--- config.mk ---
export PLATFORM = sky130hd
export DESIGN_NAME = array_list_insert_delete_search_sort_core
export DESIGN_NICKNAME = d
export VERILOG_FILES = /design/src/design/alist_pkg.sv /design/src/design/alist_mem.sv /design/src/design/alist_ctrl.sv /design/src/design/array_list_insert_delete_search_sort_core.sv
export SDC_FILE = /design/constraint.sdc
export NUM_CORES = 2
export LEC_CHECK = 0
export ABC_CLOCK_PERIOD_IN_PS = 4800
export BUFFER_PORTS_ARGS = -buffer_cell sky130_fd_sc_hd__buf_2
export CELL_PAD_IN_SITES_DETAIL_PLACEMENT = 0
export CELL_PAD_IN_SITES_GLOBAL_PLACEMENT = 1
export CORE_ASPECT_RATIO = 2
export CORE_MARGIN = 2
export CORE_UTILIZATION = 40
export CTS_CLUSTER_DIAMETER = 50
export DETAILED_ROUTE_END_ITERATION = 16
export HOLD_SLACK_MARGIN = 0.03
export PLACE_DENSITY = 0.73
export SLEW_MARGIN = 25
export SYNTH_ARGS = -nofsm -noshare
export SYNTH_HDL_FRONTEND = slang
export SYNTH_SLANG_ARGS = --single-unit
--- constraint.sdc ---
create_clock -name aclk -period 4.8 [get_ports aclk]
set_clock_uncertainty 0.05 [all_clocks]
set_input_delay 0.96 -clock aclk [delete_from_list [all_inputs] [get_ports aclk]]
set_output_delay 0.96 -clock aclk [all_outputs]
set_load 0.02 [all_outputs]
--- src/design/alist_pkg.sv ---
`default_nettype none
package alist_pkg;
    localparam int CAPACITY = 64;
    localparam int IDX_W    = $clog2(CAPACITY);
    localparam int CNT_W    = $clog2(CAPACITY + 1);
    localparam int VAL_W    = 32;

    // operation codes
    localparam logic [2:0] OP_INSERT = 3'd0;
    localparam logic [2:0] OP_DELETE = 3'd1;
    localparam logic [2:0] OP_SEARCH = 3'd2;
    localparam logic [2:0] OP_DUMP   = 3'd3;
    localparam logic [2:0] OP_SORT   = 3'd4;

    // status codes
    localparam logic [1:0] ST_OK        = 2'd0;
    localparam logic [1:0] ST_FULL      = 2'd1;
    localparam logic [1:0] ST_NOT_FOUND = 2'd2;
    localparam logic [1:0] ST_EMPTY     = 2'd3;

    typedef struct packed {
        logic [1:0]       status;
        logic [5:0]       position;
        logic [VAL_W-1:0] value;
        logic             last;
    } res_t;

    typedef struct packed {
        logic             rd_en;
        logic [IDX_W-1:0] rd_addr;
        logic             wr_en;
        logic [IDX_W-1:0] wr_addr;
        logic [VAL_W-1:0] wr_data;
    } mem_req_t;
endpackage
`default_nettype wire

--- src/design/alist_mem.sv ---
`default_nettype none
module alist_mem (
    input  wire logic                       aclk,
    input  wire alist_pkg::mem_req_t        req,
    output logic [alist_pkg::VAL_W-1:0]     rd_data
);
    logic [alist_pkg::VAL_W-1:0] mem [alist_pkg::CAPACITY];
    logic [alist_pkg::VAL_W-1:0] rd_data_reg;

    // one write port, one registered read port
    always_ff @(posedge aclk) begin
        if (req.wr_en) begin
            mem[req.wr_addr] <= req.wr_data;
        end
        if (req.rd_en) begin
            rd_data_reg <= mem[req.rd_addr];
        end
    end

    assign rd_data = rd_data_reg;
endmodule
`default_nettype wire

--- src/design/alist_ctrl.sv ---
`default_nettype none
module alist_ctrl (
    input  wire logic                          aclk,
    input  wire logic                          aresetn,
    input  wire logic                          req_valid,
    input  wire logic [2:0]                    req_op,
    input  wire logic [alist_pkg::VAL_W-1:0]   req_elem,
    output logic                               req_ready,
    input  wire logic                          out_free,
    output logic                               emit,
    output alist_pkg::res_t                    res,
    output alist_pkg::mem_req_t                mreq,
    input  wire logic [alist_pkg::VAL_W-1:0]   rd_data
);
    localparam logic [3:0] S_IDLE  = 4'd0;
    localparam logic [3:0] S_INS   = 4'd1;
    localparam logic [3:0] S_SRD   = 4'd2;
    localparam logic [3:0] S_SCMP  = 4'd3;
    localparam logic [3:0] S_DRD   = 4'd4;
    localparam logic [3:0] S_DWR   = 4'd5;
    localparam logic [3:0] S_PRD   = 4'd6;
    localparam logic [3:0] S_PEM   = 4'd7;
    localparam logic [3:0] S_TKEY  = 4'd8;
    localparam logic [3:0] S_TKEYW = 4'd9;
    localparam logic [3:0] S_TCRD  = 4'd10;
    localparam logic [3:0] S_TCMP  = 4'd11;
    localparam logic [3:0] S_EMIT  = 4'd12;

    localparam int CW = alist_pkg::CNT_W;
    localparam int IW = alist_pkg::IDX_W;

    logic [3:0]                     state_reg, state_next;
    logic [CW-1:0]                  cnt_reg, cnt_next;
    logic [CW-1:0]                  idx_reg, idx_next;
    logic [CW-1:0]                  j_reg, j_next;
    logic [2:0]                     op_reg, op_next;
    logic [alist_pkg::VAL_W-1:0]    elem_reg, elem_next;
    logic [alist_pkg::VAL_W-1:0]    key_reg, key_next;
    alist_pkg::res_t                res_reg, res_next;
    logic [CW-1:0]                  idx_inc;
    logic [CW-1:0]                  j_dec;

    assign idx_inc   = idx_reg + CW'(1);
    assign j_dec     = j_reg - CW'(1);
    assign req_ready = (state_reg == S_IDLE);

    // control registers
    always_ff @(posedge aclk) begin
        if (!aresetn) begin
            state_reg <= S_IDLE;
            cnt_reg   <= '0;
        end else begin
            state_reg <= state_next;
            cnt_reg   <= cnt_next;
        end
    end

    // working registers
    always_ff @(posedge aclk) begin
        idx_reg  <= idx_next;
        j_reg    <= j_next;
        op_reg   <= op_next;
        elem_reg <= elem_next;
        key_reg  <= key_next;
        res_reg  <= res_next;
    end

    // sequencer
    always_comb begin
        state_next = state_reg;
        cnt_next   = cnt_reg;
        idx_next   = idx_reg;
        j_next     = j_reg;
        op_next    = op_reg;
        elem_next  = elem_reg;
        key_next   = key_reg;
        res_next   = res_reg;
        emit       = 1'b0;
        res        = res_reg;
        mreq       = '0;
        unique case (state_reg)
            S_IDLE: begin
                if (req_valid) begin
                    op_next   = req_op;
                    elem_next = req_elem;
                    idx_next  = '0;
                    res_next  = '{status: alist_pkg::ST_OK, position: '0,
                                  value: '0, last: 1'b1};
                    priority case (req_op)
                        alist_pkg::OP_INSERT: state_next = S_INS;
                        alist_pkg::OP_DELETE,
                        alist_pkg::OP_SEARCH: state_next = S_SRD;
                        alist_pkg::OP_DUMP: begin
                            if (cnt_reg == '0) begin
                                res_next.status = alist_pkg::ST_EMPTY;
                                state_next      = S_EMIT;
                            end else begin
                                state_next = S_PRD;
                            end
                        end
                        alist_pkg::OP_SORT: begin
                            if (cnt_reg == '0) begin
                                res_next.status = alist_pkg::ST_EMPTY;
                                state_next      = S_EMIT;
                            end else begin
                                idx_next   = CW'(1);
                                state_next = S_TKEY;
                            end
                        end
                        default: state_next = S_IDLE;
                    endcase
                end
            end
            // append or report full
            S_INS: begin
                if (cnt_reg == CW'(alist_pkg::CAPACITY)) begin
                    res_next.status = alist_pkg::ST_FULL;
                end else begin
                    mreq.wr_en   = 1'b1;
                    mreq.wr_addr = cnt_reg[IW-1:0];
                    mreq.wr_data = elem_reg;
                    cnt_next     = cnt_reg + CW'(1);
                end
                state_next = S_EMIT;
            end
            // linear scan for the first match
            S_SRD: begin
                if (idx_reg == cnt_reg) begin
                    res_next.status = alist_pkg::ST_NOT_FOUND;
                    state_next      = S_EMIT;
                end else begin
                    mreq.rd_en   = 1'b1;
                    mreq.rd_addr = idx_reg[IW-1:0];
                    state_next   = S_SCMP;
                end
            end
            S_SCMP: begin
                if (rd_data == elem_reg) begin
                    res_next.position = 6'(idx_reg[IW-1:0]);
                    state_next = (op_reg == alist_pkg::OP_DELETE) ? S_DRD : S_EMIT;
                end else begin
                    idx_next   = idx_inc;
                    state_next = S_SRD;
                end
            end
            // close the gap: read the next entry, write it one place down
            S_DRD: begin
                if (idx_inc >= cnt_reg) begin
                    cnt_next   = cnt_reg - CW'(1);
                    state_next = S_EMIT;
                end else begin
                    mreq.rd_en   = 1'b1;
                    mreq.rd_addr = idx_inc[IW-1:0];
                    state_next   = S_DWR;
                end
            end
            S_DWR: begin
                mreq.wr_en   = 1'b1;
                mreq.wr_addr = idx_reg[IW-1:0];
                mreq.wr_data = rd_data;
                idx_next     = idx_inc;
                state_next   = S_DRD;
            end
            // dump walk
            S_PRD: begin
                mreq.rd_en   = 1'b1;
                mreq.rd_addr = idx_reg[IW-1:0];
                state_next   = S_PEM;
            end
            S_PEM: begin
                res = '{status: alist_pkg::ST_OK, position: 6'(idx_reg[IW-1:0]),
                        value: rd_data, last: (idx_inc == cnt_reg)};
                if (out_free) begin
                    emit     = 1'b1;
                    idx_next = idx_inc;
                    state_next = (idx_inc == cnt_reg) ? S_IDLE : S_PRD;
                end
            end
            // insertion sort: fetch key
            S_TKEY: begin
                if (idx_reg >= cnt_reg) begin
                    state_next = S_EMIT;
                end else begin
                    mreq.rd_en   = 1'b1;
                    mreq.rd_addr = idx_reg[IW-1:0];
                    state_next   = S_TKEYW;
                end
            end
            S_TKEYW: begin
                key_next   = rd_data;
                j_next     = idx_reg;
                state_next = S_TCRD;
            end
            S_TCRD: begin
                if (j_reg == '0) begin
                    mreq.wr_en   = 1'b1;
                    mreq.wr_addr = j_reg[IW-1:0];
                    mreq.wr_data = key_reg;
                    idx_next     = idx_inc;
                    state_next   = S_TKEY;
                end else begin
                    mreq.rd_en   = 1'b1;
                    mreq.rd_addr = j_dec[IW-1:0];
                    state_next   = S_TCMP;
                end
            end
            S_TCMP: begin
                mreq.wr_en   = 1'b1;
                mreq.wr_addr = j_reg[IW-1:0];
                if ($signed(key_reg) < $signed(rd_data)) begin
                    mreq.wr_data = rd_data;
                    j_next       = j_dec;
                    state_next   = S_TCRD;
                end else begin
                    mreq.wr_data = key_reg;
                    idx_next     = idx_inc;
                    state_next   = S_TKEY;
                end
            end
            // single result
            S_EMIT: begin
                if (out_free) begin
                    emit       = 1'b1;
                    state_next = S_IDLE;
                end
            end
            default: state_next = S_IDLE;
        endcase
    end
endmodule
`default_nettype wire

--- src/design/array_list_insert_delete_search_sort_core.sv ---
// Ordered list of up to 64 signed 32-bit entries held in a single-port-read,
// single-port-write memory with a registered read. One request is worked at a
// time: insert writes the new entry at the end, search and delete scan the
// entries in order, delete then moves each later entry down one place, dump
// emits one result per entry, and sort (insertion sort) fetches each key and
// shifts larger elements up before writing it back. The pace is set by the
// registered memory read in each step of the sequencer. A result sits in an
// output register, so a new request is taken while it waits.
`default_nettype none
module array_list_insert_delete_search_sort_core (
    input  wire logic        aclk,
    input  wire logic        aresetn,
    input  wire logic        s_tvalid,
    output logic             s_tready,
    input  wire logic [39:0] s_tdata,   // op[2:0], element[34:3], zero pad
    output logic             m_tvalid,
    input  wire logic        m_tready,
    output logic [39:0]      m_tdata,   // position[5:0], entry_value[37:6], zero pad
    output logic [1:0]       m_tuser,   // status[1:0]
    output logic             m_tlast
);
    alist_pkg::mem_req_t          mreq;
    alist_pkg::res_t              res;
    logic [alist_pkg::VAL_W-1:0]  rd_data;
    logic                         emit;
    logic                         out_free;
    logic                         m_tvalid_reg;
    alist_pkg::res_t              out_reg;

    assign out_free = !m_tvalid_reg || m_tready;

    alist_mem u_mem (
        .aclk    (aclk),
        .req     (mreq),
        .rd_data (rd_data)
    );

    alist_ctrl u_ctrl (
        .aclk      (aclk),
        .aresetn   (aresetn),
        .req_valid (s_tvalid),
        .req_op    (s_tdata[2:0]),
        .req_elem  (s_tdata[34:3]),
        .req_ready (s_tready),
        .out_free  (out_free),
        .emit      (emit),
        .res       (res),
        .mreq      (mreq),
        .rd_data   (rd_data)
    );

    // output register
    always_ff @(posedge aclk) begin
        if (!aresetn) begin
            m_tvalid_reg <= 1'b0;
        end else if (emit) begin
            m_tvalid_reg <= 1'b1;
        end else if (m_tready) begin
            m_tvalid_reg <= 1'b0;
        end
    end

    always_ff @(posedge aclk) begin
        if (emit) begin
            out_reg <= res;
        end
    end

    assign m_tvalid = m_tvalid_reg;
    assign m_tdata  = {2'b00, out_reg.value, out_reg.position};
    assign m_tuser  = out_reg.status;
    assign m_tlast  = out_reg.last;
endmodule
`default_nettype wire

==> flow_summary.toml <==
[synthesis]
synth_edf_count = 2210
ys_ff_latch = 2222
synthArstFlopShare = 0
synth_area_mm2 = 0.0903
syn_avg_cell_area_um2 = 14.2
ys_warn_count = 0
synth_ff_type = "edfxtp_1"
yosys.cell_types.count = 89
yosysSeqAreaShare = 0.738
synth_cells = 6341

[worst_setup_path]
crit_chain = "buf_6 > buf_4 > inv_2 > nor3_2 > xor2_1 > ha_1 > o21ai_2 > nor2_2 > or4_4 > buf_6 > nand3_4 > buf_4 > and2_4 > buf_12 > buf_4 > a211oi_1 > a311oi_1 > a311oi_1 > nor2_1 > a221o_1"
critical_path.max_stage_delay_ns = 0.56
cp_common_cell = "buf_4"
cp-start-kind = "flip-flop"
slowest_stage = "nor2_1"
cp_top_family = "simple AND/OR/NAND/NOR gates"
arrival_ns = 5.60
crit_buf_inv = 7
crit_type = "flip-flop to flip-flop"
path_max_fanout = 19
required_ns = 5.47
cp-end-kind = "flip-flop"

[sta]
timing.fmax_mhz = 203
finalSetupTns_ns = -0.276
finalCritPeriodShare = 1.03
worst_slew_pin_slew_ns = 1.05
hold_viol_final = 0
setup_slack_ns = -0.133
finalSetupViolCount = 5
rsz0062_at_grt = "yes"
drv_slew = 0
fin_crit_ns = 4.93
max_slew_margin = 0.279

[routing]
drtIter0Drc = 6362
totalWireLength_um = 297000
drt.antenna.violating_nets = 0
wire_per_inst_um = 29.8
drc = 0
drt_first_pass_iters = 9
via_count = 58894
vias_per_cell = 5.90

[cts]
htreeDepth = 4
path_clk_slew_ns = 0.07
cts.path.max_buffers = 4
cts_root_buf = "clkbuf_16"
cts_made_buffers = 184
cts.sinks = 2222
cts_tree = "built"
clkLatencyLatePin_ns = 0.87

[global_route]
grt_pass1_vias = 57340
grt_max_degree = 65
antenna_found_initial = 7
gr-usage-all-layers = 0.246
gr-total-overflow = 0
grt_pass1_wl_um = 405000

[die]
initial_core_util = 0.402
core_mm2 = 0.224
ioPinCount = 89
die_w_um = 340
die_y_um = 676
fp.dieArea_mm2 = 0.230
num_rows = 246

[hold_path]
holdCritPathClass = "input port to flip-flop"

[placed_design]
portBuffers = 81
dp_cells = 9593
gp_congestion = 0.923
pre_cts_slack_ns = -0.459
place_area_mm2 = 0.0995
dpl.hpwl_um = 190000

[finish]
final_area_mm2 = 0.107
instances_no_fill = 9978
syn_to_final_growth_pct = 18.7
num-nets-final = 6961
num-fill-cells = 18972
largest-register = "u_mem.mem"
drive_above_1_share = 0.184
largest_reg_flops = 2048

[power_and_ir_drop]
p_per_area_mw_per_mm2 = 624
p_leak_nw = 37.2
ir_drop_v = 0.000374

[job]
maxCapViolCount = 0

[status]
violations = "setup timing"
status = "finished with violations"
## per-layer routing
layer,vias up,GRT usage,share of wire
li1,25290,-,-
met1,29736,0.248,0.32
met2,2937,0.456,0.52
met3,929,0.0292,0.064
met4,2,0.196,0.098
met5,-,0,0.000054
## logic make-up (layout without fill, tap and decap cells)
logic type,after synthesis,count (layout),synth area share
buffers and inverters,472,1129,0.0266
XOR/XNOR,47,47,0.00456
adder cells (fa/ha/maj),54,54,0.00757
AND/OR/NAND/NOR,2329,2329,0.118
other,1,5,0.0000415
AO/OA/AOI/OAI,950,950,0.0760
multiplexers,266,266,0.0299
flip-flops,2222,2222,0.738
## cells in the final DEF, fill, tap and decap left out, types with 131 or more instances in the layout
master,n
clkbuf_16,205
nand3_1,440
buf_4,456
edfxtp_1,2210
nand2_1,1202
buf_12,158
a211oi_1,247
mux2i_1,256
a21oi_1,131
a31oi_1,157
and3_1,200
## Yosys cell counts, types with 56 or more instances
| library cell | number | area (um^2) |
|---|---|---|
| buf_2 | 193 | 966 |
| nand2_1 | 1206 | 4530 |
| nor3_1 | 71 | 355 |
| buf_4 | 56 | 420 |
| a211oi_1 | 273 | 2050 |
| and2_1 | 78 | 488 |
| a31oi_1 | 166 | 1040 |
| and3_1 | 200 | 1250 |
| nor2_1 | 136 | 510 |
| nand3_1 | 453 | 2270 |
| nand4_1 | 78 | 488 |
| mux2i_1 | 257 | 2570 |
| a21oi_1 | 133 | 666 |
| clkbuf_1 | 136 | 510 |
| edfxtp_1 | 2210 | 66400 |
## timing repair
| action | 4_1_cts | 5_1_grt |
|---|---|---|
| setup endpoints to repair | 30 | 32 |
| hold endpoints to repair | 0 | 0 |
| hold buffers | 0 | 0 |
| pin swaps | 12 | 48 |
| gates resized for setup | 43 | 149 |
| setup buffers | 5 | 36 |
| cloned | 0 | 20 |
## stage by stage
stage,total power [mW],utilization,hold WS [ns]
after floorplan,37.4,-,0.457
after global placement,49.3,0.443,0.487
after detailed placement,49.7,0.444,0.488
after CTS,64.8,0.471,0.204
after global routing,68.8,0.478,0.232
final,66.9,0.478,0.243
## report_power, final
| part | switching, mW | leakage (nW) | internal (mW) |
|---|---|---|---|
| logic | 17.7 | 14.1 | 10.3 |
| clock network | 6.91 | 2.86 | 8.15 |
| registers | 0.652 | 20.2 | 23.2 |
## layout make-up
cell class	count	area, um^2	area share
Clock inverter	107	1060	0.00991
Inverter	55	206	0.00193
Tap cell	2976	3720	0.0347
Timing Repair Buffer	752	8070	0.0753
Antenna cell	3	7.51	0.0000700
Multi-Input combinational cell	3648	22700	0.212
Clock buffer	215	4760	0.0444
Sequential cell	2222	66600	0.621
## final timing paths
path	cells past startpoint	end	slack [ns]	startpoint
max	20	u_mem.rd_data[10]$_DFFE_PP_	-0.13	u_ctrl.idx_reg[0]$_DFFE_PP_
min	1	u_ctrl.elem_reg[26]$_DFFE_PP_	0.24	s_tdata[29]
max reg2reg	20	u_mem.rd_data[10]$_DFFE_PP_	-0.13	u_ctrl.idx_reg[0]$_DFFE_PP_
min reg2reg	1	m_tdata[5]$_DFFE_PP_	0.51	u_ctrl.res_reg[38]$_SDFFCE_PN0P_
(Power assumes the default switching activity.)
